`src/rtl/core/etp_pkg.sv`:
```
// Shared codes, constants and queue entry type of the EEPROM TLV image parser.
package etp_pkg;

	// Byte kinds reported on the result channel
	localparam logic [3:0] KIND_MAGIC   = 4'd0;
	localparam logic [3:0] KIND_VERSION = 4'd1;
	localparam logic [3:0] KIND_LENGTH  = 4'd2;
	localparam logic [3:0] KIND_TAG     = 4'd3;
	localparam logic [3:0] KIND_LONGLEN = 4'd4;
	localparam logic [3:0] KIND_VALUE   = 4'd5;
	localparam logic [3:0] KIND_STRING  = 4'd6;
	localparam logic [3:0] KIND_CRC     = 4'd7;
	localparam logic [3:0] KIND_IGNORED = 4'd8;

	// Status codes
	localparam logic [2:0] STAT_OK          = 3'd0;
	localparam logic [2:0] STAT_BAD_MAGIC   = 3'd1;
	localparam logic [2:0] STAT_BAD_VERSION = 3'd2;
	localparam logic [2:0] STAT_OVERRUN     = 3'd3;
	localparam logic [2:0] STAT_CRC_GOOD    = 3'd4;
	localparam logic [2:0] STAT_CRC_BAD     = 3'd5;
	localparam logic [2:0] STAT_IDLE        = 3'd6;

	// Register indexes (paddr[2])
	localparam logic REG_MAGIC   = 1'b0;
	localparam logic REG_VERSION = 1'b1;

	localparam logic [7:0] RESET_MAGIC   = 8'h56;
	localparam logic [7:0] RESET_VERSION = 8'h02;
	localparam logic [7:0] POOL_TAG      = 8'h01;
	localparam logic [7:0] CRC_POLY      = 8'h07;
	localparam logic [7:0] MIN_LENGTH    = 8'd3;
	localparam logic [8:0] POS_MAX       = 9'd511;

	// Classified byte, front to back
	typedef struct packed {
		logic       restart;
		logic [3:0] kind;
		logic [7:0] tag;
		logic [7:0] offs;
		logic [7:0] raw;
		logic [7:0] val;
		logic       send;
		logic [7:0] sidx;
		logic [2:0] status;
	} etp_item_t;

endpackage

```
`src/rtl/core/etp_if.sv`:
```
// Valid/ready channel interfaces for image bytes in and classified bytes out.
interface etp_in_if;
	logic       valid;
	logic       ready;
	logic [7:0] data_byte;
	logic       image_start;

	modport source (output valid, output data_byte, output image_start, input ready);
	modport sink (input valid, input data_byte, input image_start, output ready);
endinterface

interface etp_out_if;
	logic       valid;
	logic       ready;
	logic [3:0] byte_kind;
	logic [7:0] tag_id;
	logic [7:0] value_offset;
	logic [7:0] value_out;
	logic       string_end;
	logic [7:0] string_index;
	logic [2:0] status;

	modport source (output valid, output byte_kind, output tag_id, output value_offset,
		output value_out, output string_end, output string_index, output status,
		input ready);
	modport sink (input valid, input byte_kind, input tag_id, input value_offset,
		input value_out, input string_end, input string_index, input status,
		output ready);
endinterface

```
`src/rtl/core/etp_front.sv`:
```
// Front end: holds the parse state and classifies each accepted byte.
module etp_front import etp_pkg::*; (
	input  logic       clk,
	input  logic       arst_n,
	input  logic       accept,
	input  logic [7:0] data_byte,
	input  logic       image_start,
	input  logic [7:0] exp_magic,
	input  logic [7:0] exp_version,
	output etp_item_t  item
);

	typedef enum logic [2:0] {
		PH_MAGIC, PH_VERSION, PH_LENGTH, PH_TAG, PH_LONGLEN, PH_VALUE, PH_DONE
	} phase_t;

	phase_t     phase_q, ph_e, ph_n;
	logic [7:0] len_q, len_e, len_n;
	logic [8:0] pos_q, pos_e, pos_n;
	logic [7:0] tag_q, tag_e, tag_n;
	logic [7:0] rem_q, rem_e, rem_n;
	logic [7:0] off_q, off_e, off_n;
	logic [7:0] sc_q, sc_e, sc_n;
	logic [9:0] end_short, end_long;
	logic [9:0] len_w;
	logic       crc_now;

	// Restart view of the state
	always_comb begin
		ph_e  = image_start ? PH_MAGIC : phase_q;
		len_e = image_start ? 8'd0 : len_q;
		pos_e = image_start ? 9'd0 : pos_q;
		tag_e = image_start ? 8'd0 : tag_q;
		rem_e = image_start ? 8'd0 : rem_q;
		off_e = image_start ? 8'd0 : off_q;
		sc_e  = image_start ? 8'd0 : sc_q;
	end

	assign len_w     = {2'b00, len_e};
	assign end_short = {1'b0, pos_e} + {6'd0, data_byte[7:4]};
	assign end_long  = {1'b0, pos_e} + {2'b00, data_byte};
	assign crc_now   = (ph_e == PH_TAG || ph_e == PH_LONGLEN || ph_e == PH_VALUE) &&
		(pos_e == {1'b0, len_e});

	// Classification and next state
	always_comb begin
		ph_n  = ph_e;
		len_n = len_e;
		tag_n = tag_e;
		rem_n = rem_e;
		off_n = off_e;
		sc_n  = sc_e;
		pos_n = (pos_e < POS_MAX) ? pos_e + 9'd1 : pos_e;

		item         = '0;
		item.restart = image_start;
		item.raw     = data_byte;
		item.val     = data_byte;
		item.kind    = KIND_IGNORED;
		item.status  = STAT_OK;

		if (crc_now) begin
			item.kind = KIND_CRC;
			ph_n      = PH_DONE;
		end else begin
			unique case (ph_e)
				PH_MAGIC: begin
					item.kind = KIND_MAGIC;
					if (data_byte != exp_magic) begin
						item.status = STAT_BAD_MAGIC;
						ph_n        = PH_DONE;
					end else begin
						ph_n = PH_VERSION;
					end
				end
				PH_VERSION: begin
					item.kind = KIND_VERSION;
					if (data_byte != exp_version) begin
						item.status = STAT_BAD_VERSION;
						ph_n        = PH_DONE;
					end else begin
						ph_n = PH_LENGTH;
					end
				end
				PH_LENGTH: begin
					item.kind = KIND_LENGTH;
					len_n     = data_byte;
					if (data_byte < MIN_LENGTH) begin
						item.status = STAT_OVERRUN;
						ph_n        = PH_DONE;
					end else begin
						ph_n = PH_TAG;
					end
				end
				PH_TAG: begin
					item.kind = KIND_TAG;
					item.tag  = data_byte;
					tag_n     = data_byte;
					off_n     = 8'd0;
					if (data_byte[7:4] == 4'd0) begin
						// long form: a length byte follows
						ph_n = PH_LONGLEN;
						if ({1'b0, pos_e} + 10'd1 >= len_w) item.status = STAT_OVERRUN;
					end else begin
						rem_n = {4'd0, data_byte[7:4]};
						ph_n  = PH_VALUE;
						if (end_short >= len_w) item.status = STAT_OVERRUN;
					end
				end
				PH_LONGLEN: begin
					item.kind = KIND_LONGLEN;
					item.tag  = tag_e;
					rem_n     = data_byte;
					off_n     = 8'd0;
					ph_n      = (data_byte == 8'd0) ? PH_TAG : PH_VALUE;
					if (data_byte != 8'd0 && end_long >= len_w) item.status = STAT_OVERRUN;
				end
				PH_VALUE: begin
					item.tag  = tag_e;
					item.offs = off_e;
					if (tag_e == POOL_TAG) begin
						item.kind = KIND_STRING;
						item.val  = {1'b0, data_byte[6:0]};
						item.send = data_byte[7];
						item.sidx = sc_e;
						if (data_byte[7]) sc_n = sc_e + 8'd1;
					end else begin
						item.kind = KIND_VALUE;
					end
					off_n = off_e + 8'd1;
					rem_n = rem_e - 8'd1;
					if (rem_n == 8'd0) ph_n = PH_TAG;
				end
				PH_DONE: begin
					item.kind   = KIND_IGNORED;
					item.status = STAT_IDLE;
				end
				default: begin
					item.kind   = KIND_IGNORED;
					item.status = STAT_IDLE;
					ph_n        = PH_DONE;
				end
			endcase
		end
	end

	// Parse state
	always_ff @(posedge clk or negedge arst_n) begin
		if (!arst_n) begin
			phase_q <= PH_MAGIC;
			len_q   <= 8'd0;
			pos_q   <= 9'd0;
			tag_q   <= 8'd0;
			rem_q   <= 8'd0;
			off_q   <= 8'd0;
			sc_q    <= 8'd0;
		end else if (accept) begin
			phase_q <= ph_n;
			len_q   <= len_n;
			pos_q   <= pos_n;
			tag_q   <= tag_n;
			rem_q   <= rem_n;
			off_q   <= off_n;
			sc_q    <= sc_n;
		end
	end

endmodule

```
`src/rtl/core/etp_fifo.sv`:
```
// Two-entry queue of classified bytes between front and back.
module etp_fifo import etp_pkg::*; (
	input  logic      clk,
	input  logic      arst_n,
	input  logic      push,
	input  etp_item_t wdata,
	input  logic      pop,
	output etp_item_t rdata,
	output logic      full,
	output logic      empty
);

	etp_item_t  mem_q [2];
	logic       wr_q;
	logic       rd_q;
	logic [1:0] count_q;

	assign full  = (count_q == 2'd2);
	assign empty = (count_q == 2'd0);
	assign rdata = mem_q[rd_q];

	// Entry storage
	always_ff @(posedge clk) begin
		if (push) begin
			mem_q[wr_q] <= wdata;
		end
	end

	// Pointers and fill count
	always_ff @(posedge clk or negedge arst_n) begin
		if (!arst_n) begin
			wr_q    <= 1'b0;
			rd_q    <= 1'b0;
			count_q <= 2'd0;
		end else begin
			if (push) wr_q <= ~wr_q;
			if (pop) rd_q <= ~rd_q;
			unique case ({push, pop})
				2'b10:   count_q <= count_q + 2'd1;
				2'b01:   count_q <= count_q - 2'd1;
				default: count_q <= count_q;
			endcase
		end
	end

endmodule

```
`src/rtl/core/etp_back.sv`:
```
// Back end: running CRC-8, CRC byte check and the output register.
module etp_back import etp_pkg::*; (
	input  logic      clk,
	input  logic      arst_n,
	input  logic      q_empty,
	input  etp_item_t q_item,
	output logic      pop,
	etp_out_if.source dout
);

	logic [7:0] crc_q;
	logic [7:0] crc_base;
	logic       valid_q;
	logic [2:0] status_n;

	function automatic logic [7:0] crc8_step(input logic [7:0] crc, input logic [7:0] b);
		logic [7:0] c;
		c = crc ^ b;
		for (int i = 0; i < 8; i++) begin
			c = c[7] ? ({c[6:0], 1'b0} ^ CRC_POLY) : {c[6:0], 1'b0};
		end
		return c;
	endfunction

	assign pop        = !q_empty && (!valid_q || dout.ready);
	assign crc_base   = q_item.restart ? 8'd0 : crc_q;
	assign status_n   = (q_item.kind == KIND_CRC) ?
		((crc_base == q_item.raw) ? STAT_CRC_GOOD : STAT_CRC_BAD) : q_item.status;
	assign dout.valid = valid_q;

	// CRC accumulator and output valid
	always_ff @(posedge clk or negedge arst_n) begin
		if (!arst_n) begin
			crc_q   <= 8'd0;
			valid_q <= 1'b0;
		end else begin
			if (pop) begin
				valid_q <= 1'b1;
				if (q_item.kind != KIND_CRC && q_item.kind != KIND_IGNORED) begin
					crc_q <= crc8_step(crc_base, q_item.raw);
				end else begin
					crc_q <= crc_base;
				end
			end else if (dout.ready) begin
				valid_q <= 1'b0;
			end
		end
	end

	// Output beat payload
	always_ff @(posedge clk) begin
		if (pop) begin
			dout.byte_kind    <= q_item.kind;
			dout.tag_id       <= q_item.tag;
			dout.value_offset <= q_item.offs;
			dout.value_out    <= q_item.val;
			dout.string_end   <= q_item.send;
			dout.string_index <= q_item.sidx;
			dout.status       <= status_n;
		end
	end

endmodule

```
`src/rtl/core/eeprom_tlv_image_parser.sv`:
```
// Top level of the EEPROM TLV image parser: config registers, front, queue, back.
//
// Usage: image bytes enter on din (data_byte, image_start) one beat per byte;
// image_start marks the first byte of an image and restarts parsing there.
// Every byte yields exactly one beat on dout: its kind, record tag, offset in
// the value, the byte (top bit cleared for string pool characters), string
// end flag and string number, and a status (header errors, overrun of the
// image length, CRC-8 result at the byte after the length, idle after done).
// The APB port holds the expected magic (0x0) and version (0x4) bytes; write
// them only while no byte is in flight.
// Path: an accepted byte is written into the queue, then popped from it into
// the dout register once dout is empty or its beat is taken.
// Throughput: one byte per cycle while the queue is not full, as the front
// classifier and the CRC step in the back end are each combinational.
// A two-beat queue sits between front and back, and dout is registered, so
// din keeps taking bytes while dout stalls until the queue holds two beats.
// Reset clears the parse state, the CRC and all beats in flight, and loads
// magic 0x56 and version 2; the first byte after reset is taken as magic.
module eeprom_tlv_image_parser import etp_pkg::*; (
	input  logic        clk,
	input  logic        arst_n,
	etp_in_if.sink      din,
	etp_out_if.source   dout,
	input  logic        psel,
	input  logic        penable,
	input  logic        pwrite,
	input  logic [2:0]  paddr,
	input  logic [31:0] pwdata,
	output logic [31:0] prdata,
	output logic        pready
);

	logic [7:0] magic_q;
	logic [7:0] version_q;
	logic       accept;
	logic       q_full;
	logic       q_empty;
	logic       q_pop;
	etp_item_t  f_item;
	etp_item_t  q_item;

	assign pready   = 1'b1;
	assign din.ready = !q_full;
	assign accept   = din.valid && !q_full;

	// Configuration registers
	always_ff @(posedge clk or negedge arst_n) begin
		if (!arst_n) begin
			magic_q   <= RESET_MAGIC;
			version_q <= RESET_VERSION;
		end else if (psel && penable && pwrite) begin
			unique case (paddr[2])
				REG_MAGIC:   magic_q <= pwdata[7:0];
				REG_VERSION: version_q <= pwdata[7:0];
				default:     magic_q <= magic_q;
			endcase
		end
	end

	always_comb begin
		unique case (paddr[2])
			REG_MAGIC:   prdata = {24'd0, magic_q};
			REG_VERSION: prdata = {24'd0, version_q};
			default:     prdata = 32'd0;
		endcase
	end

	etp_front u_front (
		.clk         (clk),
		.arst_n      (arst_n),
		.accept      (accept),
		.data_byte   (din.data_byte),
		.image_start (din.image_start),
		.exp_magic   (magic_q),
		.exp_version (version_q),
		.item        (f_item)
	);

	etp_fifo u_fifo (
		.clk    (clk),
		.arst_n (arst_n),
		.push   (accept),
		.wdata  (f_item),
		.pop    (q_pop),
		.rdata  (q_item),
		.full   (q_full),
		.empty  (q_empty)
	);

	etp_back u_back (
		.clk     (clk),
		.arst_n  (arst_n),
		.q_empty (q_empty),
		.q_item  (q_item),
		.pop     (q_pop),
		.dout    (dout)
	);

	// Checks
	a_ignored_idle: assert property (@(posedge clk) disable iff (!arst_n)
		dout.valid && dout.byte_kind == KIND_IGNORED |-> dout.status == STAT_IDLE)
		else $error("ignored byte without idle status");

	a_crc_status: assert property (@(posedge clk) disable iff (!arst_n)
		dout.valid && dout.byte_kind == KIND_CRC |->
		dout.status == STAT_CRC_GOOD || dout.status == STAT_CRC_BAD)
		else $error("crc byte without crc status");

	a_send_string: assert property (@(posedge clk) disable iff (!arst_n)
		dout.valid && dout.string_end |-> dout.byte_kind == KIND_STRING)
		else $error("string end outside string pool");

	a_flow: assert property (@(posedge clk) disable iff (!arst_n)
		accept && q_empty && (!dout.valid || dout.ready) |=> ##1 dout.valid)
		else $error("accepted byte did not reach output");

endmodule
```
`src/flat_wrapper.sv`:
```
// flat-port wrapper written by rule: the top's interface ports become plain ports
module eeprom_tlv_image_parser_flat import etp_pkg::*;
  (clk, arst_n, psel, penable, pwrite, paddr, pwdata, prdata, pready, din_valid, din_data_byte, din_image_start, din_ready, dout_valid, dout_byte_kind, dout_tag_id, dout_value_offset, dout_value_out, dout_string_end, dout_string_index, dout_status, dout_ready);
  etp_in_if din_i ();
  etp_out_if dout_i ();
  input  logic clk;
  input  logic arst_n;
  input  logic psel;
  input  logic penable;
  input  logic pwrite;
  input  logic [2:0] paddr;
  input  logic [31:0] pwdata;
  output logic [31:0] prdata;
  output logic pready;
  input wire logic [$bits(din_i.valid)-1:0] din_valid;
  input wire logic [$bits(din_i.data_byte)-1:0] din_data_byte;
  input wire logic [$bits(din_i.image_start)-1:0] din_image_start;
  output wire logic [$bits(din_i.ready)-1:0] din_ready;
  output wire logic [$bits(dout_i.valid)-1:0] dout_valid;
  output wire logic [$bits(dout_i.byte_kind)-1:0] dout_byte_kind;
  output wire logic [$bits(dout_i.tag_id)-1:0] dout_tag_id;
  output wire logic [$bits(dout_i.value_offset)-1:0] dout_value_offset;
  output wire logic [$bits(dout_i.value_out)-1:0] dout_value_out;
  output wire logic [$bits(dout_i.string_end)-1:0] dout_string_end;
  output wire logic [$bits(dout_i.string_index)-1:0] dout_string_index;
  output wire logic [$bits(dout_i.status)-1:0] dout_status;
  input wire logic [$bits(dout_i.ready)-1:0] dout_ready;
  assign din_i.valid = din_valid;
  assign din_i.data_byte = din_data_byte;
  assign din_i.image_start = din_image_start;
  assign din_ready = din_i.ready;
  assign dout_valid = dout_i.valid;
  assign dout_byte_kind = dout_i.byte_kind;
  assign dout_tag_id = dout_i.tag_id;
  assign dout_value_offset = dout_i.value_offset;
  assign dout_value_out = dout_i.value_out;
  assign dout_string_end = dout_i.string_end;
  assign dout_string_index = dout_i.string_index;
  assign dout_status = dout_i.status;
  assign dout_i.ready = dout_ready;
  eeprom_tlv_image_parser u_core (.clk(clk), .arst_n(arst_n), .din(din_i), .dout(dout_i), .psel(psel), .penable(penable), .pwrite(pwrite), .paddr(paddr), .pwdata(pwdata), .prdata(prdata), .pready(pready));
endmodule
```
`config.mk`:
```
export PLATFORM = sky130hd
export DESIGN_NAME = eeprom_tlv_image_parser_flat
export DESIGN_NICKNAME = d
export VERILOG_FILES = /design/src/rtl/core/etp_pkg.sv /design/src/rtl/core/etp_if.sv /design/src/rtl/core/etp_front.sv /design/src/rtl/core/etp_fifo.sv /design/src/rtl/core/etp_back.sv /design/src/rtl/core/eeprom_tlv_image_parser.sv /design/src/flat_wrapper.sv
export SDC_FILE = /design/constraint.sdc
export NUM_CORES = 1
export LEC_CHECK = 0
export ABC_CLOCK_PERIOD_IN_PS = 5720
export CORE_MARGIN = 2
export CORE_UTILIZATION = 35
export CTS_CLUSTER_SIZE = 8
export DETAILED_ROUTE_END_ITERATION = 10
export DONT_BUFFER_PORTS = 1
export PLACE_DENSITY = 0.47
export SLEW_MARGIN = 20
export SYNTH_ARGS = -nofsm -noshare
export SYNTH_HDL_FRONTEND = slang
export SYNTH_SLANG_ARGS = --single-unit
```
`constraint.sdc`:
```
create_clock -name clk -period 5.72 [get_ports clk]
set_clock_uncertainty 0.1 [all_clocks]
set_input_delay 1.144 -clock clk [delete_from_list [all_inputs] [get_ports clk]]
set_output_delay 1.144 -clock clk [all_outputs]
set_load 0.02 [all_outputs]
```
==> out/summary.md, run 1 <==
The flow ran to the end, and the final reports show no timing, DRC or antenna violations. Across the VDD grid, the largest voltage drop is 0.000235 V. In this run the deepest clock path goes through 3 buffers. The run gives 85 as the distinct cell type count of the synthesized netlist. The tools report the number of antenna violations at the first check in global routing as 0. The sort of element at the start of the critical path was a flip-flop. The effective utilization at floorplan is 35.7%, and the H-tree depth is 1. Kind of critical path: flip-flop to flip-flop.

The analysis attributes to cell leakage a power of 4.68 nW. The tools report the vias after detailed routing as 7362. Half-perimeter wire length of the detailed placement result: 17.6 mm. At the end of routability-driven placement, the weighted congestion stood at 0.807.

Cells with a size suffix above 1 make up 13.1% of the layout. The number of buffers inserted by post-CTS setup repair is 0, and the count of final max-slew check failures is 0. The run gives 0 as the number of instances resized during post-cts repair. Number of failing setup endpoints in the final timing report: 0. In this run the worst hold path is classified as primary input to async pin. In this run the power spent charging and discharging nets is 2.20 mW.

The required time of the critical path is 5.90 ns, and the routed wire length is 26.8 mm. At the pin with the least slew margin, the transition time is 0.942 ns. Counting flops with a built-in enable in the synthesized netlist gives 122. The post-route clock period utilization was 72.9%.

The post-layout net count was 1049; the areal power density over the cells was 499 nW/um2. Number of synthesis warnings: 0. In the layout the commonest cells are 122 x sky130_fd_sc_hd__edfxtp_1, 75 x sky130_fd_sc_hd__dfrtp_1, 62 x sky130_fd_sc_hd__nand2_1. For the worst setup path, the data arrival time is 4.34 ns.

For this design the top-level I/O count stands at 126. The internal portion of the total power is 3.84 mW. Of the total power, the share spent switching nets is 36.5%. Area growth from synthesis to final layout: 9.81%. The headroom to the max-slew limit is 37.0%, and the core box area is 30800 um2.

The first element of the critical path was u_core.u_front.pos_q[1]. After synthesis the netlist holds a flip-flop and latch count of 203. Max-cap violations in this run came to 0. The number of buffers added on ports was 0. The first global-routing pass estimated 42.7 mm of wire. The async set-reset flop share out of synthesis came out at 39.9%. The sink count of the clock tree came out at 203. The via count of the first global-routing pass was 7264; the overall die width was 181 um.

After technology mapping, the gate count stands at 970. Setup repair after global routing left no endpoint under its margin. In the routed design, unresolved DRC markers number 0. The logs give 0 for the number of endpoints with negative hold slack in the final report and 26.2% for the clock network power share.

The first detailed-routing pass ran for 5 iterations. The finished cells cover 12100 um2. After detailed placement, the total cell area comes to 11300 um2.

In this run the worst path has a maximum fanout of 16. The share of total power dissipated in sequential elements is 42.9%. In this run the register-to-register setup slack is 1.55 ns. The insertion delay to the later sink of the worst-skew pair was 0.55 ns; the combinational share of power was 31.0%. Summing every instance area after synthesis gives 11000 um2. For this run, the share of the core covered by cells in the final layout is 39.2%. Adding up every negative setup slack in the final design gives 0 ns.

The run gives 51.7% as the post-synthesis sequential area ratio. Across every metal layer, demand over resource in global routing totals 16.3%. Row generation in the floorplan step produced 64 rows.

The detail route stage leaves a number of antenna-violating nets equal to 0. The number of hold buffers added after CTS was 0. Clock-pin slew was measured on the worst setup and hold paths at 0.05 ns. Based on the critical path, the design can be clocked at up to 0.240 GHz. The worst register-to-register path ends at u_core.u_fifo.mem_q[0][0]. The launch point of the worst reg-to-reg path was u_core.u_front.pos_q[1]. After global routing the overflow that remains totals 0. The tools report the cell at the root of the clock tree as sky130_fd_sc_hd__clkbuf_16. TritonCTS built the clock tree. The area of the die was 32900 um2; the number of cells on the worst reg-to-reg path was 13.

The smallest clock period supported by the final layout is computed as 4.17 ns. Most common cell after layout, fill and taps aside: sky130_fd_sc_hd__edfxtp_1. The routed length per instance works out to 19.5 um.

The first routing iteration left 459 violations. The number of antenna diodes in the final layout is 0. The power consumption came out at 6.04 mW.

TritonCTS created 29 clock buffers. Dividing the synthesized area by the synthesized cell count gives 11.4 um2. The most used flip-flop cell after synthesis is sky130_fd_sc_hd__edfxtp_1.

STA classifies the critical path endpoint as a flip-flop. Entering global routing, the biggest net connects 82 pins. The height of the die is 181 um, and the number of vias per cell after detailed routing is 5.36.
## power groups by stage
stage                     combinational, mW  clock [mW]  sequential [mW]
final                                  1.87        1.58             2.59
after global routing                   2.11        1.69             2.64
after CTS                              1.90        1.63             2.59
after detailed placement               1.88           0             2.62
after global placement                 1.87           0             2.61
after floorplan                        1.60           0             2.45
## cell usage after synthesis (3+ instances only)
library cell / number / area share (%)
sky130_fd_sc_hd__buf_2: 14 / 0.64
sky130_fd_sc_hd__nand4b_1: 3 / 0.24
sky130_fd_sc_hd__buf_1: 8 / 0.27
sky130_fd_sc_hd__a21oi_1: 35 / 1.6
sky130_fd_sc_hd__clkbuf_1: 25 / 0.85
sky130_fd_sc_hd__inv_1: 36 / 1.2
sky130_fd_sc_hd__nor3_1: 17 / 0.77
sky130_fd_sc_hd__buf_4: 27 / 1.8
sky130_fd_sc_hd__and2_1: 15 / 0.85
sky130_fd_sc_hd__dfrtp_1: 76 / 17
sky130_fd_sc_hd__nor4_1: 9 / 0.51
sky130_fd_sc_hd__a211oi_1: 6 / 0.41
sky130_fd_sc_hd__a221o_1: 4 / 0.36
sky130_fd_sc_hd__a31oi_1: 9 / 0.51
sky130_fd_sc_hd__nand2_1: 62 / 2.1
sky130_fd_sc_hd__o21a_1: 4 / 0.27
sky130_fd_sc_hd__or2_2: 4 / 0.23
sky130_fd_sc_hd__o22ai_1: 6 / 0.34
sky130_fd_sc_hd__o21ai_0: 44 / 2.0
sky130_fd_sc_hd__mux2_2: 60 / 6.1
sky130_fd_sc_hd__o2111ai_1: 4 / 0.32
sky130_fd_sc_hd__nor2b_1: 20 / 1.1
sky130_fd_sc_hd__nand4_1: 10 / 0.57
sky130_fd_sc_hd__o211ai_1: 7 / 0.48
sky130_fd_sc_hd__o21ai_1: 3 / 0.14
sky130_fd_sc_hd__ha_1: 41 / 4.7
sky130_fd_sc_hd__edfxtp_1: 122 / 33
sky130_fd_sc_hd__a22oi_1: 10 / 0.68
sky130_fd_sc_hd__a32o_1: 6 / 0.55
sky130_fd_sc_hd__a22o_1: 23 / 1.8
sky130_fd_sc_hd__xor2_1: 19 / 1.5
sky130_fd_sc_hd__o32ai_1: 3 / 0.24
sky130_fd_sc_hd__nor2_1: 60 / 2.0
sky130_fd_sc_hd__o31ai_1: 3 / 0.20
sky130_fd_sc_hd__nand2b_1: 9 / 0.51
sky130_fd_sc_hd__nand3_1: 22 / 1.0
sky130_fd_sc_hd__mux2i_1: 13 / 1.2
sky130_fd_sc_hd__dfstp_2: 5 / 1.2
sky130_fd_sc_hd__and3_1: 14 / 0.79
sky130_fd_sc_hd__nor3b_1: 6 / 0.41
sky130_fd_sc_hd__xnor2_1: 45 / 3.6
sky130_fd_sc_hd__a21o_1: 8 / 0.55
## layer usage
| metal | wire [um] | GRT usage [%] | vias to the layer above |
|---|---|---|---|
| li1 | - | - | 3536 |
| met3 | 1290 | 2.77 | 37 |
| met2 | 11600 | 25.2 | 185 |
| met5 | 0 | 0 | - |
| met1 | 13300 | 23.8 | 3604 |
| met4 | 586 | 4.13 | 0 |
## cell type report
cell class / count / area, um2
fill: 2904 / 18700
sequential: 203 / 5700
multi-input combinational: 678 / 4870
clock buffer: 50 / 805
tap: 396 / 495
inverter: 36 / 135
timing repair buffer: 9 / 67.6
clock inverter: 2 / 25.0
## worst max-delay path by stage
stage / depth (start not counted) / slack, ns / end
after floorplan: 19 / 0.79 / u_core.u_fifo.mem_q[0][0]
after global placement: 13 / 1.14 / u_core.u_fifo.mem_q[0][0]
after detailed placement: 13 / 1.12 / u_core.u_fifo.mem_q[1][0]
after CTS: 13 / 1.60 / u_core.u_fifo.mem_q[1][0]
after global routing: 13 / 1.36 / u_core.u_fifo.mem_q[0][0]
final: 13 / 1.55 / u_core.u_fifo.mem_q[0][0]
## critical path: stages, from the launching register on
cell,delay [ns]
sky130_fd_sc_hd__dfrtp_1,0.82
sky130_fd_sc_hd__nand2_1,0.25
sky130_fd_sc_hd__xnor2_1,0.22
sky130_fd_sc_hd__ha_1,0.22
sky130_fd_sc_hd__a21oi_1,0.07
sky130_fd_sc_hd__o32ai_1,0.53
sky130_fd_sc_hd__o21ai_0,0.20
sky130_fd_sc_hd__xnor2_1,0.17
sky130_fd_sc_hd__ha_1,0.18
sky130_fd_sc_hd__a21o_1,0.18
sky130_fd_sc_hd__a21oi_1,0.15
sky130_fd_sc_hd__nor2b_1,0.07
sky130_fd_sc_hd__o41a_1,0.39
sky130_fd_sc_hd__o31a_1,0.34
## state kept, by name (all words and copies together) (netlist names), 4 cells and up
| name | count |
|---|---|
| u_core.u_front.pos_q | 9 |
| u_core.u_back.dout.tag_id | 8 |
| u_core.u_front.sc_q | 8 |
| u_core.u_back.dout.value_offset | 8 |
| u_core.u_back.dout.byte_kind | 4 |
| u_core.u_front.rem_q | 8 |
| u_core.u_front.off_q | 8 |
| u_core.magic_q | 8 |
| u_core.u_front.len_q | 8 |
| u_core.u_back.crc_q | 8 |
| u_core.u_back.dout.value_out | 8 |
| u_core.u_front.tag_q | 8 |
| u_core.u_back.dout.string_index | 8 |
| u_core.u_fifo.mem_q | 82 |
| u_core.version_q | 8 |
## cells by family (layout without fill, tap and decap cells)
group                      after synthesis  after routing  synth area share (%)
and+or+nand+nor                        265            265                  12.4
DFF                                    203            203                  51.7
muxes                                   73             73                  7.31
buffers and inverters                  112             97                  5.03
AOI/OAI and AO/OA                      208            208                  13.6
other                                    2             25                0.0682
adders and majority gates               43             43                  4.84
xor gates and xnor gates                64             64                  5.09
## stage by stage
stage	setup WS (ns)	instances	hold WS, ns
final	1.55	1374	0.197
after global routing	1.36	1374	0.169
after CTS	1.60	1374	0.159
after detailed placement	1.12	1322	0.365
after global placement	1.14	1322	0.364
after floorplan	0.793	993	0.339
No activity file was read; power rests on OpenSTA's default activity.
==> run 2: changes to the inputs <==
--- a/config.mk
+++ b/config.mk
@@ -5,13 +5,13 @@
 export SDC_FILE = /design/constraint.sdc
 export NUM_CORES = 1
 export LEC_CHECK = 0
-export ABC_CLOCK_PERIOD_IN_PS = 5720
+export ABC_CLOCK_PERIOD_IN_PS = 3400
 export CORE_MARGIN = 2
 export CORE_UTILIZATION = 35
 export CTS_CLUSTER_SIZE = 8
 export DETAILED_ROUTE_END_ITERATION = 10
 export DONT_BUFFER_PORTS = 1
-export PLACE_DENSITY = 0.47
+export PLACE_DENSITY = 0.49
 export SLEW_MARGIN = 20
 export SYNTH_ARGS = -nofsm -noshare
 export SYNTH_HDL_FRONTEND = slang
==> constraint.sdc (replaced) <==
create_clock -name clk -period 3.4 [get_ports clk]
set_clock_uncertainty 0.1 [all_clocks]
set_input_delay 0.68 -clock clk [delete_from_list [all_inputs] [get_ports clk]]
set_output_delay 0.68 -clock clk [all_outputs]
set_load 0.02 [all_outputs]
==> run 2 against run 1 <==
Compared with the run above:
- wire length grew 2.3%
- cell count grew 4.1%
- via count grew 2.7%
- power grew 74%
- die area is the same
- sequential power grew 64%
- hold slack lost 0.061 ns
- clock power grew 72%
- sequential cell count is the same
- fmax grew 23%
- cell area grew 4.7%
- combinational power grew 88%
==> out/summary.md, run 2 (synthesized netlist as in run 1, its figures left out) <==
The number of buffers and inverters on the critical path is 0. Once the floorplan was initialized, standard cells occupied 35.7% of the core. More flip-flops sit in one register than any other, and that register is u_core.u_fifo.mem_q. The worst pin sits at a relative slew slack of 41.9%. The kind of capture point of the worst setup path was a flip-flop.

The area growth from synthesis to final layout is 15.0%, and the flip-flop and latch area is 5700 um2. In the layout the commonest cells are 122 x sky130_fd_sc_hd__edfxtp_1, 75 x sky130_fd_sc_hd__dfrtp_1, 62 x sky130_fd_sc_hd__nand2_1. Most common cell after layout, fill and taps aside: sky130_fd_sc_hd__edfxtp_1. The power consumption was 10.5 mW. The cell with the largest stage delay on the worst path was sky130_fd_sc_hd__or4_1.

The count of buffers added on input and output ports is 0. For this run, design rule violations remaining after detail routing come to 0. Once detail routing completed, the nets flagged for antenna violations numbered 0. The flow ran to the end, and the final reports show no timing, DRC or antenna violations. Counting along the longest clock path gives a buffer depth of 3. Placement row count: 64. The post-route clock period utilization is 100%. The H-tree depth was 1; the required time of the critical path was 3.58 ns. The worst hold path cell count was 0.

Kind of critical path: flip-flop to flip-flop. The first detailed-routing pass took 5 iterations. Worst-path maximum fanout: 3. The finished layout holds 1430 standard cells, fillers aside. Summed over all nets, the half-perimeter wirelength after detailed placement is 18.4 mm. Dividing the detail-routed wire length by the instance count gives 19.2 um.

CTS placed an instance of sky130_fd_sc_hd__clkbuf_16 at the clock tree root. Setup repair after global routing could not meet its margin everywhere. For the final weighted congestion in routability-driven placement, the log shows 0.847.

The layout has 2906 filler cells. The routed wire length is 27.4 mm, and the overall die width is 181 um. The core box area is 30800 um2. Power spread over the standard cell area amounts to 827 nW/um2. The area of the die is 32900 um2, and the clock-pin slew on the worst setup and hold paths is 0.06 ns. The total congestion overflow after global routing is 0, and the number of antenna repair diodes is 0. The cell family contributing the most delay on the critical path is compound AO/OA/AOI/OAI gates. The number of vias per cell after detailed routing was 5.29. The signal on the critical path passes through nor2b_4, ha_4, maj3_1, a21oi_1, a21oi_1, o21ai_1, a22oi_1, xor2_1, ha_1, nand3_1, a21oi_1, or4_1, o2111ai_2, o2111ai_2, o31a_1. The insertion delay to the later sink of the worst-skew pair came out at 0.55 ns. Data arrives at the worst endpoint at 3.58 ns. The largest registers in the layout are u_core.u_fifo.mem_q x82, u_core.u_front.pos_q x9.

For this design the top-level I/O count stands at 126. The cell that appears most often on the critical path is sky130_fd_sc_hd__a21oi_1. The routed layout has 7563 vias. The run gives 4.99 nW as the leakage dissipation. The logs give 0 for the number of endpoints with negative hold slack in the final report and 0 for the count of final max-slew check failures. In the global route stage, overall resource usage came out at 16.8%. The tools report the largest net degree at the start of global routing as 82. At the pin with the least slew margin, the transition time is 0.863 ns. Cells with a size suffix above 1 make up 19.1% of the layout.

The number of buffers added by the clock tree synthesis step is 29. The clock period minus final worst setup slack was 3.40 ns. The number of cells on the worst reg-to-reg path was 15. TritonCTS built the clock tree. Timing would allow up to 0.294 GHz. The cell count after placement came out at 1373. In this run the worst hold path is classified as primary input to flip-flop.

The height of the die is 181 um, and the post-layout net count is 1103. STA classifies the critical path startpoint as a flip-flop. The worst-case IR drop observed on VDD is 0.000404 V. The stage delay of the slowest cell on the critical path came out at 0.42 ns.

The tree built by TritonCTS fans out to 203 sinks. The logs give 7642 for the via count of the first global-routing pass and 0 for the number of failing setup endpoints in the final timing report. The register with the most flip-flops in the layout has 82 of them.

The multi-input combinational cells in the finished layout cover a total of 4990 um2. Number of antenna violations at the first check in global routing: 0. The first global-routing pass estimated 43.9 mm of wire.

The number of max-cap violations is 0, and the logic depth of the worst setup path including buffers is 15. The DRC marker count from the first detailed-route iteration was 475.
==> run 2: cell types whose count changed in the layout (fill, tap and decap cells not counted), moves of 3 or more <==
cell / previous run / this run
sky130_fd_sc_hd__a21oi_2: 2 / 5
sky130_fd_sc_hd__a21oi_1: 34 / 30
sky130_fd_sc_hd__buf_4: 9 / 60
sky130_fd_sc_hd__ha_1: 41 / 38
==> run 2: path summary, 6_finish.rpt <==
check	startpoint	end	slack, ns
worst max-delay path	u_core.u_front.pos_q[0]	u_core.u_fifo.mem_q[1][0]	0.0003
worst min-delay path	din_data_byte[4]	u_core.u_fifo.mem_q[0][24]	0.14
max in group asynchronous	arst_n	u_core.u_fifo.rd_q	2.16
worst max register to register	u_core.u_front.pos_q[0]	u_core.u_fifo.mem_q[1][0]	0.0003
worst min register to register	u_core.u_back.crc_q[1]	u_core.u_back.crc_q[1]	0.38
min in group asynchronous	arst_n	u_core.version_q[4]	0.65
==> run 2: routing by layer <==
metal	global-route usage [%]	wire length, um	vias to the layer above
li1	-	-	3641
met1	23.4	13000	3717
met5	0	0	-
met4	4.23	522	0
met2	27.4	12800	170
met3	2.57	1100	35
==> run 2: layout make-up <==
cell class | instances | area share (%)
clock buffers | 53 | 6.59
clock inverters | 1 | 0.158
inverters | 36 | 1.07
multi-input cells | 678 | 39.4
flip-flops and latches | 203 | 45.0
well taps | 396 | 3.91
repair buffers | 63 | 3.94
==> run 2: through the flow <==
| step | area [um2] | TNS (ns) | utilization, % | worst slack (ns) | hold WS [ns] |
|---|---|---|---|---|---|
| after floorplan | 11200 | -2.38 | - | -0.594 | 0.284 |
| after global placement | 11700 | -1.14 | 38.0 | -0.296 | 0.288 |
| after detailed placement | 11700 | -1.33 | 38.0 | -0.347 | 0.289 |
| after CTS | 12600 | 0 | 40.9 | 0.000949 | 0.111 |
| after global routing | 12700 | -0.715 | 41.1 | -0.179 | 0.109 |
| final | 12700 | 0 | 41.1 | 0.000269 | 0.136 |
==> run 2: power by group <==
part	total, mW	leakage, nW	switching [mW]	internal [mW]
sequential	4.25	2.21	0.713	3.53
clock	2.71	0.408	1.07	1.64
combinational	3.52	2.38	2.00	1.52
total	10.5	4.99	3.79	6.69
==> run 2: repair_timing <==
action,4_1_cts,5_1_grt
endpoints found under the setup margin,4,4
pin swaps,4,2
buffers inserted,0,1
resized for setup,6,6
hold buffers,2,0
endpoints found under the hold margin,81,0
